File: src/design/bezier_curve_evaluator_defines.svh
// Assertion macros shared by the evaluator modules.
`ifndef BEZIER_CURVE_EVALUATOR_DEFINES_SVH
`define BEZIER_CURVE_EVALUATOR_DEFINES_SVH

`ifndef SYNTHESIS
`define BCE_ASSERT(label, clk, rst, prop, msg) \
   label: assert property (@(posedge clk) disable iff (rst) prop) else $error(msg);
`define BCE_ASSERT_NEVER(label, clk, rst, expr, msg) \
   label: assert property (@(posedge clk) disable iff (rst) !(expr)) else $error(msg);
`else
`define BCE_ASSERT(label, clk, rst, prop, msg)
`define BCE_ASSERT_NEVER(label, clk, rst, expr, msg)
`endif

`endif

File: src/design/bce_pkg.sv
`timescale 1ns / 1ps

package bce_pkg;

   localparam int MAX_CONTROL_POINTS_DEF = 16;
   localparam int MAX_DIMS_DEF           = 4;
   localparam int RESULT_LIMIT           = 4;

   localparam int FRAC_W     = 24;
   localparam int WEIGHT_W   = 26;
   localparam int U_W        = 25;
   localparam int PARAM_W    = 17;
   localparam int COORD_W    = 32;
   localparam int MUL_A_W    = 27;
   localparam int PROD_W     = MUL_A_W + COORD_W;
   localparam int CC_W       = 5;
   localparam int DC_W       = 3;
   localparam int DIM_CNT_W  = 3;
   localparam int CSR_IDX_W  = 1;
   localparam int CSR_DATA_W = 5;

   localparam logic [CC_W-1:0] POINT_COUNT_RESET = CC_W'(4);
   localparam logic [DC_W-1:0] DIM_COUNT_RESET   = DC_W'(2);

   localparam logic [PARAM_W-1:0] PARAM_ONE = PARAM_W'(65536);

   localparam logic OP_LOAD = 1'b0;
   localparam logic OP_EVAL = 1'b1;

   localparam logic [CSR_IDX_W-1:0] CSR_POINT_COUNT = CSR_IDX_W'(0);
   localparam logic [CSR_IDX_W-1:0] CSR_DIM_COUNT   = CSR_IDX_W'(1);

   typedef enum logic [1:0] {
      MUL_V   = 2'd0,
      MUL_U   = 2'd1,
      MUL_DOT = 2'd2
   } mul_sel_type;

   typedef struct packed {
      logic        load_store;
      logic        start_eval;
      logic        w_init;
      logic        w_read;
      logic        mul_en;
      mul_sel_type mul_sel;
      logic        w_write_k;
      logic        carry_load;
      logic        w_write_j;
      logic        dot_read;
      logic        acc_add;
      logic        emit;
   } cmd_type;

   typedef struct packed {
      logic row_done;
      logic curve_done;
      logic dot_done;
      logic dim_last;
   } sts_type;

endpackage

File: src/design/bce_controller.sv
`timescale 1ns / 1ps
`include "bezier_curve_evaluator_defines.svh"

module bce_controller (
   input  logic             clock,
   input  logic             reset,
   input  logic             start,
   input  logic             req_opcode,
   input  bce_pkg::sts_type sts,
   output bce_pkg::cmd_type cmd,
   output logic             busy
);

   typedef enum logic [10:0] {
      S_IDLE = 11'b000_0000_0001,
      S_INIT = 11'b000_0000_0010,
      S_RD   = 11'b000_0000_0100,
      S_MV   = 11'b000_0000_1000,
      S_MU   = 11'b000_0001_0000,
      S_CY   = 11'b000_0010_0000,
      S_WJ   = 11'b000_0100_0000,
      S_DRD  = 11'b000_1000_0000,
      S_DMUL = 11'b001_0000_0000,
      S_DACC = 11'b010_0000_0000,
      S_OUT  = 11'b100_0000_0000
   } state_type;

   state_type state_ff, state_in;

   always_comb begin
      state_in = state_ff;
      cmd = '0;
      case (state_ff)
         S_IDLE: begin
            if (start) begin
               if (req_opcode == bce_pkg::OP_EVAL) begin
                  cmd.start_eval = 1'b1;
                  state_in = S_INIT;
               end else begin
                  cmd.load_store = 1'b1;
               end
            end
         end
         S_INIT: begin
            cmd.w_init = 1'b1;
            state_in = S_RD;
         end
         S_RD: begin
            cmd.w_read = 1'b1;
            state_in = S_MV;
         end
         S_MV: begin
            cmd.mul_en = 1'b1;
            cmd.mul_sel = bce_pkg::MUL_V;
            state_in = S_MU;
         end
         S_MU: begin
            cmd.w_write_k = 1'b1;
            cmd.mul_en = 1'b1;
            cmd.mul_sel = bce_pkg::MUL_U;
            state_in = S_CY;
         end
         S_CY: begin
            cmd.carry_load = 1'b1;
            state_in = sts.row_done ? S_WJ : S_RD;
         end
         S_WJ: begin
            cmd.w_write_j = 1'b1;
            state_in = sts.curve_done ? S_DRD : S_RD;
         end
         S_DRD: begin
            cmd.dot_read = 1'b1;
            state_in = S_DMUL;
         end
         S_DMUL: begin
            cmd.mul_en = 1'b1;
            cmd.mul_sel = bce_pkg::MUL_DOT;
            state_in = S_DACC;
         end
         S_DACC: begin
            cmd.acc_add = 1'b1;
            state_in = sts.dot_done ? S_OUT : S_DRD;
         end
         S_OUT: begin
            cmd.emit = 1'b1;
            state_in = sts.dim_last ? S_IDLE : S_DRD;
         end
         default: begin
            state_in = S_IDLE;
         end
      endcase
   end

   always_ff @(posedge clock) begin
      if (reset) begin
         state_ff <= S_IDLE;
      end else begin
         state_ff <= state_in;
      end
   end

   assign busy = (state_ff != S_IDLE);

   `BCE_ASSERT(a_busy_end, clock, reset, $fell(busy) |-> $past(cmd.emit && sts.dim_last), "early idle")

endmodule

File: config.mk
export PLATFORM = sky130hd
export DESIGN_NAME = bce_controller
export DESIGN_NICKNAME = d
export VERILOG_FILES = /design/src/design/bce_pkg.sv /design/src/design/bce_controller.sv
export VERILOG_INCLUDE_DIRS = /design/src /design/src/design
export SDC_FILE = /design/constraint.sdc
export NUM_CORES = 1
export LEC_CHECK = 0
export BUFFER_PORTS_ARGS = -buffer_cell sky130_fd_sc_hd__buf_4
export CORE_MARGIN = 4
export CORE_UTILIZATION = 47
export DETAILED_ROUTE_END_ITERATION = 12
export PLACE_DENSITY = 0.75
export SYNTH_ARGS = -nofsm -noshare
export SYNTH_HDL_FRONTEND = slang
export SYNTH_SLANG_ARGS = --single-unit
File: constraint.sdc
create_clock -name clock -period 2.25 [get_ports clock]
set_input_delay 0.45 -clock clock [delete_from_list [all_inputs] [get_ports clock]]
set_output_delay 0.45 -clock clock [all_outputs]
set_load 0.1 [all_outputs]
==> results of run 1 <==
[cells by family after synthesis]
group,count (synthesis)
and+or+nand+nor,54
AOI/OAI and AO/OA,7
buffers and inverters,7
DFF,11
xor gates and xnor gates,3
[metrics by stage]
step | cells | worst slack [ns]
floorplan | 82 | -0.636
global placement | 132 | -0.125
detailed placement | 132 | -0.162
==> qor.yml, run 1 <==
status: "stopped before the end"
stop_stage: "clock tree synthesis (4_1_cts)"
firstError: "[ERROR DPL-0038] Utilization greater than 100%, impossible to legalize"
async_reset_ff_share_pct: 0
synth_adder_area_share_pct: 0
die_y_um: 45.6
hpwl_mm: 1.54
cts.htree.levels: 1
synth.distinct_cells: 32
gp_congestion: 0.803
clock-sinks: 11
synth-seq-cells: 11
synth_top_family_by_area: "simple AND/OR/NAND/NOR gates"
synth-xor-area-share_pct: 3.95
ctsHoldBuffers: 0
synth_simple_gate_area_share_pct: 50.8
yosysTopAreaCell: "dfxtp_1"
cts.repair.resized: 49
cts_buffers: 3
synth_top_cell_area_share_pct: 33.1
port_buffers: 21
synth_area_leaders: "dfxtp_1 33%, nor3_1 5.3%, nand2b_1 4.7%, nor4_1 4.7%, nor2_1 3.9%"
io_pins: 22
seq_area_frac_synth_pct: 33.1
syn_avg_cell_area_um2: 8.12
cts_max_path_buffers: 2
yosys_warnings: 0
die_w_um: 45.6
yosysMostFrequentCell: "dfxtp_1"
initial_utilization_pct: 50.5
netlist_area_um2: 666
synthTopCellsByCount: "11 x dfxtp_1, 7 x nor2_1, 7 x nor3_1"
cts_root_buf: "clkbuf_4"
syn_nets: 90
synth_mux_area_share_pct: 0
synth_edf_count: 0
cts_setup_buffers: 7
synth_ff_type: "dfxtp_1"
place_area_um2: 1060
row_count: 13
syn_inst: 82
synth_compound_area_share_pct: 7.14
==> run 2, diff against run 1 <==
--- a/config.mk
+++ b/config.mk
@@ -7,10 +7,10 @@
 export NUM_CORES = 1
 export LEC_CHECK = 0
 export BUFFER_PORTS_ARGS = -buffer_cell sky130_fd_sc_hd__buf_4
-export CORE_MARGIN = 4
-export CORE_UTILIZATION = 47
+export CORE_AREA = 4 4 65 67
 export DETAILED_ROUTE_END_ITERATION = 12
-export PLACE_DENSITY = 0.75
+export DIE_AREA = 0 0 69 71
+export PLACE_DENSITY_LB_ADDON = 0.15
 export SYNTH_ARGS = -nofsm -noshare
 export SYNTH_HDL_FRONTEND = slang
 export SYNTH_SLANG_ARGS = --single-unit
==> run 2 against run 1 <==
  * Synthesized cell count is the same
  * Synthesized area is the same
  * The flow now finishes, with violations (negative setup slack)
==> qor.yml, run 2 <==
arrival_ns: 2.12
finClkSkew_ns: 0.00508
synth_edf_count: 0
synth_top_cell_area_share_pct: 33.1
netlist_area_um2: 666
drive_above_1_share_pct: 58.9
endpoint_kind: "output pin"
syn_inst: 82
final_cell_mix: "30 x buf_4, 12 x buf_12, 7 x dfxtp_1"
grtUsageMet3_pct: 2.27
synth-seq-cells: 11
worstPathRequired_ns: 1.80
cap_viol_max_count: 0
setup-violations-final: 10
drtIter0Drc: 15
final_cells: 177
top_regs: "state_ff: 11 flops"
busiest_layer: "met2"
cts_tree: "yes"
die_y_um: 71
place_area_um2: 1120
async_reset_ff_share_pct: 0
ant_nets: 0
gp_congestion: 0.810
largest_register: "state_ff"
crit_chain: "or4_4, or4_4, nor3b_4, buf_12"
final_common_cell: "buf_4"
grt.overflow.total: 0
drt-pass1-iter-count: 4
grt_first_pass_wirelength_mm: 3.68
min_period_over_period_pct: 114
cp-start-kind: "register"
diodes: 0
cts_root_buf: "clkbuf_8"
max_stage_delay_ns: 0.54
synth.distinct_cells: 32
largest_reg_flops: 11
synthToLayoutAreaGrowth_pct: 110
critical_path.slowest_cell: "or4_4"
wl_per_cell_um: 12.3
cts_buffers: 3
status: "complete, but fails checks"
finalWorstSetupSlack_ns: -0.325
clock_latency_ns: 0.24
cp_common_cell: "or4_4"
yosysTopAreaCell: "dfxtp_1"
hp-class: "in2reg"
row_count: 22
leakagePower_nw: 0.574
io_pins: 22
drv_slew: 0
slew_headroom_pct: 64.5
port_buffers: 21
grt_pass1_vias: 802
grtUsageTotal_pct: 9.30
critPathKind: "reg2out"
rsz0062_at_grt: "true"
ctsHoldBuffers: 0
synth_area_leaders: "dfxtp_1 33%, nor3_1 5.3%, nand2b_1 4.7%, nor4_1 4.7%, nor2_1 3.9%"
synthTopCellsByCount: "11 x dfxtp_1, 7 x nor2_1, 7 x nor3_1"
wirelength_mm: 2.18
grt_max_degree: 9
met2_usage_pct: 15.6
seq_area_frac_synth_pct: 33.1
vdd_drop_max_mv: 0.201
route.detailed.drc: 0
yosys_warnings: 0
clk_pin_slew_ns: 0.05
coreArea_um2: 3630
stdcell_area_um2: 1400
critPathMaxFanout: 3
fill_cells: 387
yosysMostFrequentCell: "dfxtp_1"
clock-sinks: 11
antenna_found_initial: 0
hold_violations: 0
powerDensity_nw_per_um2: 428
initial_utilization_pct: 18.3
met1_usage_pct: 10.8
vias_per_cell: 4.37
cp_num_buf_inv: 1
hpwl_mm: 1.70
die_area_um2: 4900
syn_nets: 90
placedCellCount: 167
num_vias: 773
max_freq_ghz: 0.388
tightestPinTransition_ns: 0.533
dp_slack_ns: -0.154
cts_max_path_buffers: 2
cts.htree.levels: 1
nets: 138
syn_avg_cell_area_um2: 8.12
die_w_um: 69
synth_ff_type: "dfxtp_1"
crit_family: "simple AND/OR/NAND/NOR gates"
violations: "negative setup slack"
fin_crit_ns: 2.57
## run 2: cell counts after synthesis
No cell type changed its count.
## run 2: metal layers
metal  vias up  wire length (µm)  share of wire [%]
li1        390                 -                  -
met1       357               969                 45
met2        21              1070                 49
met3         5                98                4.5
met4         0                43                2.0
met5         -                 0                  0
## run 2: report_power, final
part	internal (mW)	switching, mW
combinational	0.0894	0.109
sequential	0.200	0.00213
clock	0.124	0.0737
## run 2: repair_timing
| item | 4_1_cts | 5_1_grt |
|---|---|---|
| buffers inserted | 4 | 2 |
| pin swaps | 7 | 6 |
| gates cloned | 0 | 0 |
| hold endpoints to repair | 0 | 0 |
| setup endpoints to repair | 14 | 14 |
| gates resized for setup | 44 | 3 |
## run 2: final timing paths
check / startpoint / to / cells after the start / slack, ns
worst min register to register: state_ff[3] / state_ff[4] / 2 / 0.64
worst max register to register: state_ff[3] / state_ff[2] / 9 / 0.17
worst max-delay path: state_ff[3] / cmd[3] / 4 / -0.32
worst min-delay path: reset / state_ff[8] / 2 / 0.44
## run 2: layout make-up
cell class	instances	area, µm²	share of cell area (%)
Timing Repair Buffer	45	499	35.7
Sequential cell	11	225	16.1
Multi-Input combinational cell	64	533	38.1
Clock buffer	4	45.0	3.22
Inverter	5	36.3	2.59
Tap cell	48	60.1	4.29
## run 2: metrics by stage
stage	hold slack [ns]	TNS, ns	util [%]	total power, mW
after global placement	0.633	-0.445	30.7	0.371
after global routing	0.439	-2.60	38.5	0.626
after detailed placement	0.636	-0.530	30.7	0.372
after CTS	0.426	-1.97	37.8	0.610
after floorplan	0.518	-4.60	-	0.331
final	0.435	-1.78	38.5	0.598
## run 2: cells by family after synthesis
kind of cell	Yosys count	synth area share (%)
simple gates	54	50.8
compound gates	7	7.14
xor+xnor	3	3.95
flops	11	33.1
buf+inv	7	5.07
Power figures use the tool's default switching activity.
==> run 3, diff against run 2 <==
--- a/config.mk
+++ b/config.mk
@@ -11,6 +11,7 @@
 export DETAILED_ROUTE_END_ITERATION = 12
 export DIE_AREA = 0 0 69 71
 export PLACE_DENSITY_LB_ADDON = 0.15
+export SETUP_SLACK_MARGIN = 0.15
 export SYNTH_ARGS = -nofsm -noshare
 export SYNTH_HDL_FRONTEND = slang
 export SYNTH_SLANG_ARGS = --single-unit
==> run 3 against run 2 <==
  * The run still ends with negative setup slack left
  * First-iteration DRC count rose by 47%
  * Via count rose by 8.4%
  * Utilization rose by 4.6 points
  * Critical path type unchanged
  * Largest power group is now combinational cells
  * Highest routed layer unchanged
==> qor.yml, run 3 (synthesis results as in run 2) <==
grt_max_degree: 9
crit_chain: "or4_4, or2_4, nor4_4, bufinv_8, nor3b_4, buf_12"
gp_congestion: 0.748
initial_utilization_pct: 18.3
arrival_ns: 2.13
met1_usage_pct: 13.0
cts_max_path_buffers: 2
cts_root_buf: "clkbuf_8"
cap_viol_max_count: 0
whs_endpoint: "state_ff[8]"
slew_headroom_pct: 63.1
ctsHoldBuffers: 0
num_vias: 838
violations: "negative setup slack"
setup-violations-final: 14
fill_cells: 377
largest_reg_flops: 11
top_regs: "state_ff: 11 flops"
diodes: 0
drive_above_1_share_pct: 63.6
finalWorstSetupSlack_ns: -0.330
cp-start-kind: "register"
critPathKind: "reg2out"
row_count: 22
hpwl_mm: 1.73
placedCellCount: 167
antenna_found_initial: 0
max_stage_delay_ns: 0.53
critPathMaxFanout: 2
worstHoldStart: "reset"
max_freq_ghz: 0.388
wl_per_cell_um: 12.7
clk_pin_slew_ns: 0.05
die_y_um: 71
port_buffers: 21
vdd_drop_max_mv: 0.224
final_cells: 191
rsz0062_at_grt: "true"
die_area_um2: 4900
final_common_cell: "buf_4"
coreArea_um2: 3630
drv_slew: 0
cts_tree: "yes"
fin_crit_ns: 2.58
grtUsageTotal_pct: 11.3
clock_latency_ns: 0.24
place_area_um2: 1120
tightestPinTransition_ns: 0.554
endpoint_kind: "output pin"
drtIter0Drc: 22
clock-sinks: 11
finClkSkew_ns: 0.00120
largest_register: "state_ff"
grt_first_pass_wirelength_mm: 4.53
rrSetupSlack_ns: -0.22
hp-class: "in2reg"
r2r-start: "state_ff[4]"
leakagePower_nw: 0.649
nets: 152
wirelength_mm: 2.43
met2_usage_pct: 20.7
hold_violations: 0
worstPathRequired_ns: 1.80
final_cell_mix: "37 x buf_4, 13 x buf_12, 9 x buf_6"
whs_path_depth: 2
drt-pass1-iter-count: 6
cts_buffers: 3
r2r_end: "state_ff[2]"
die_w_um: 69
grt.overflow.total: 0
busiest_layer: "met2"
vias_per_cell: 4.39
io_pins: 22
grtUsageMet3_pct: 3.27
route.detailed.drc: 0
critical_path.slowest_cell: "or4_4"
ant_nets: 0
grt_pass1_vias: 937
status: "complete, but fails checks"
cts.htree.levels: 1
stdcell_area_um2: 1570
synthToLayoutAreaGrowth_pct: 135
powerDensity_nw_per_um2: 403
min_period_over_period_pct: 115
rr_worst_depth: 14
[run 3: per-stage QoR]
| stage | util, % | setup WS, ns | TNS, ns | hold WS (ns) | total power, mW |
|---|---|---|---|---|---|
| 6_report | 43.1 | -0.330 | -3.33 | 0.435 | 0.631 |
| 5_1_grt | 43.1 | -0.432 | -4.49 | 0.440 | 0.661 |
| 4_1_cts | 42.4 | -0.333 | -3.26 | 0.437 | 0.637 |
| 3_5_place_dp | 30.8 | -0.146 | -0.480 | 0.633 | 0.375 |
| 3_3_place_gp | 30.8 | -0.114 | -0.365 | 0.634 | 0.375 |
| 2_1_floorplan | - | -0.636 | -4.57 | 0.518 | 0.331 |
[run 3: what timing repair did]
action	4_1_cts	5_1_grt
gates resized for setup	54	2
endpoints found under the hold margin	0	0
pin swaps	9	3
setup buffers	18	2
endpoints found under the setup margin	14	17
[run 3: critical path, delay by kind of cell, from the launching register on]
kind / cells / cell delay, ns
and+or+nand+nor: 4 / 1.15
buffers and inverters: 2 / 0.43
DFF: 1 / 0.32
[run 3: metal layers]
metal,up-vias,wire length (µm)
met3,4,104
met2,19,1310
met1,397,997
met5,-,0
li1,418,-
met4,0,23
[run 3: cell type report]
class	count	area (µm²)	area share, %
multi-input combinational	64	556	35.5
inverter	5	40.0	2.56
sequential	11	225	14.4
tap	48	60.1	3.84
timing repair buffer	59	639	40.8
clock buffer	4	45.0	2.88
[run 3: worst max path at each step]
stage                            from      end  slack [ns]  cells after the start
after floorplan           state_ff[4]  cmd[12]       -0.64                      5
after global placement    state_ff[4]  cmd[12]       -0.11                      6
after detailed placement  state_ff[4]  cmd[12]       -0.15                      6
after CTS                 state_ff[4]  cmd[12]       -0.33                      6
after global routing      state_ff[4]  cmd[12]       -0.43                      6
final                     state_ff[4]  cmd[12]       -0.33                      6
[run 3: power breakdown]
| part | internal [mW] | switching [mW] |
|---|---|---|
| combinational | 0.113 | 0.116 |
| sequential | 0.200 | 0.00248 |
| clock | 0.125 | 0.0758 |
| total | 0.437 | 0.195 |
==> run 4, diff against run 3 <==
--- a/config.mk
+++ b/config.mk
@@ -10,6 +10,7 @@
 export CORE_AREA = 4 4 65 67
 export DETAILED_ROUTE_END_ITERATION = 12
 export DIE_AREA = 0 0 69 71
+export MAX_ROUTING_LAYER = met4
 export PLACE_DENSITY_LB_ADDON = 0.15
 export SETUP_SLACK_MARGIN = 0.15
 export SYNTH_ARGS = -nofsm -noshare
==> run 4 against run 3 <==
  * The run still ends with negative setup slack left
  * Via count is the same
  * Global-route usage is 0.34 points higher
  * Sequential cell count is the same
  * Sequential share of layout area is the same
  * Non-clock buffer count is the same
  * Register-to-register slack barely moved
  * First-iteration DRC count stayed put
  * Sequential power about the same
  * Clock skew did not move
  * Count of clock-buffer cells in the layout unchanged
  * Utilization unchanged
  * Total power about the same
  * Largest power group unchanged
==> qor.yml, run 4 (synthesis results as in run 2) <==
die_w_um: 69
critical_path.slowest_cell: "or4_4"
gp_congestion: 0.758
synthToLayoutAreaGrowth_pct: 135
num_vias: 838
fill_cells: 377
wirelength_mm: 2.43
p_int_uw: 437
wl_per_cell_um: 12.7
setup-tns-final_ns: -3.33
violations: "negative setup slack"
hold_ws_ns: 0.436
final-seq-area_um2: 225
antenna_found_initial: 0
cts_max_path_buffers: 2
arrival_ns: 2.13
stdcell_area_um2: 1570
rsz0062_at_grt: "true"
vias_per_cell: 4.39
ant_nets: 0
place_area_um2: 1120
max_stage_delay_ns: 0.53
clock_latency_ns: 0.24
crit_chain: "or4_4, or2_4, nor4_4, bufinv_8, nor3b_4, buf_12"
grtUsageTotal_pct: 11.6
cts_tree: "yes"
drive_above_1_share_pct: 63.6
tightestPinTransition_ns: 0.554
cts_buffers: 3
met1_usage_pct: 12.9
leakagePower_nw: 0.649
max_freq_ghz: 0.388
nets: 152
slew_headroom_pct: 63.1
p_clk_share_pct: 31.7
fin_crit_ns: 2.58
drtIter0Drc: 22
status: "complete, but fails checks"
powerDensity_nw_per_um2: 403
rrSetupSlack_ns: -0.22
clk_pin_slew_ns: 0.05
grtUsageMet3_pct: 3.41
io_pins: 22
grt_first_pass_wirelength_mm: 4.53
final_core_util_pct: 43.1
dp_slack_ns: -0.146
coreArea_um2: 3630
endpoint_kind: "output pin"
combPwrFrac_pct: 36.3
met2_usage_pct: 20.7
multi_input_area_um2: 556
critPathMaxFanout: 2
swShare_pct: 30.8
largest_register: "state_ff"
top_regs: "state_ff: 11 flops"
critPathKind: "reg2out"
setup-violations-final: 14
hpwl_mm: 1.73
finalWorstSetupSlack_ns: -0.330
clock-sinks: 11
seqPwrFrac_pct: 32.0
final_cell_mix: "37 x buf_4, 13 x buf_12, 9 x buf_6"
grt.overflow.total: 0
hold_violations: 0
cts_root_buf: "clkbuf_8"
finClkSkew_ns: 0.00120
cts.htree.levels: 1
row_count: 22
final_common_cell: "buf_4"
hp-class: "in2reg"
drv_slew: 0
min_period_over_period_pct: 115
grt_max_degree: 9
port_buffers: 21
route.detailed.drc: 0
grt_pass1_vias: 938
netSwitchingPower_uw: 195
vdd_drop_max_mv: 0.224
diodes: 0
cp-start-kind: "register"
cap_viol_max_count: 0
largest_reg_flops: 11
worstPathRequired_ns: 1.80
drt-pass1-iter-count: 6
ctsHoldBuffers: 0
die_y_um: 71
die_area_um2: 4900
initial_utilization_pct: 18.3
busiest_layer: "met2"
run 4: cell counts in the layout (fill, tap and decap cells not counted):
No cell type changed its count.
run 4: worst paths after layout:
path / endpoint / depth (start not counted) / start
worst max-delay path: cmd[12] / 6 / state_ff[4]
worst min-delay path: state_ff[8] / 2 / reset
worst max register to register: state_ff[2] / 14 / state_ff[4]
worst min register to register: state_ff[4] / 2 / state_ff[3]
run 4: worst max-delay path, delay by kind of cell (launching register included):
kind                   cells  cell delay, ns
and+or+nand+nor            4            1.15
buffers and inverters      2            0.43
DFF                        1            0.32
run 4: cell type report:
class / instances / share of cell area, %
Multi-Input combinational cell: 64 / 35.5
Inverter: 5 / 2.56
Sequential cell: 11 / 14.4
Tap cell: 48 / 3.84
Timing Repair Buffer: 59 / 40.8
Clock buffer: 4 / 2.88
run 4: power groups by stage:
stage / combinational, mW / clock (mW) / sequential, mW
after floorplan: 0.121 / 0 / 0.210
after global placement: 0.168 / 0 / 0.207
after detailed placement: 0.169 / 0 / 0.206
after CTS: 0.229 / 0.206 / 0.202
after global routing: 0.243 / 0.216 / 0.202
final: 0.229 / 0.200 / 0.202
run 4: timing repair:
action                     CTS  global route
buffers inserted            18             2
pin swaps                    9             3
setup endpoints to repair   14            17
gates resized for setup     54             2
run 4: through the flow:
step / cells / total power, mW
final: 191 / 0.631
after global placement: 167 / 0.375
after global routing: 191 / 0.661
after detailed placement: 167 / 0.375
after floorplan: 82 / 0.331
after CTS: 189 / 0.637
run 4: metal layers:
metal | part of all wire [%] | vias up
met5 | 0 | -
met4 | 0.95 | 0
met3 | 4.4 | 4
met2 | 54 | 19
met1 | 41 | 397
li1 | - | 418
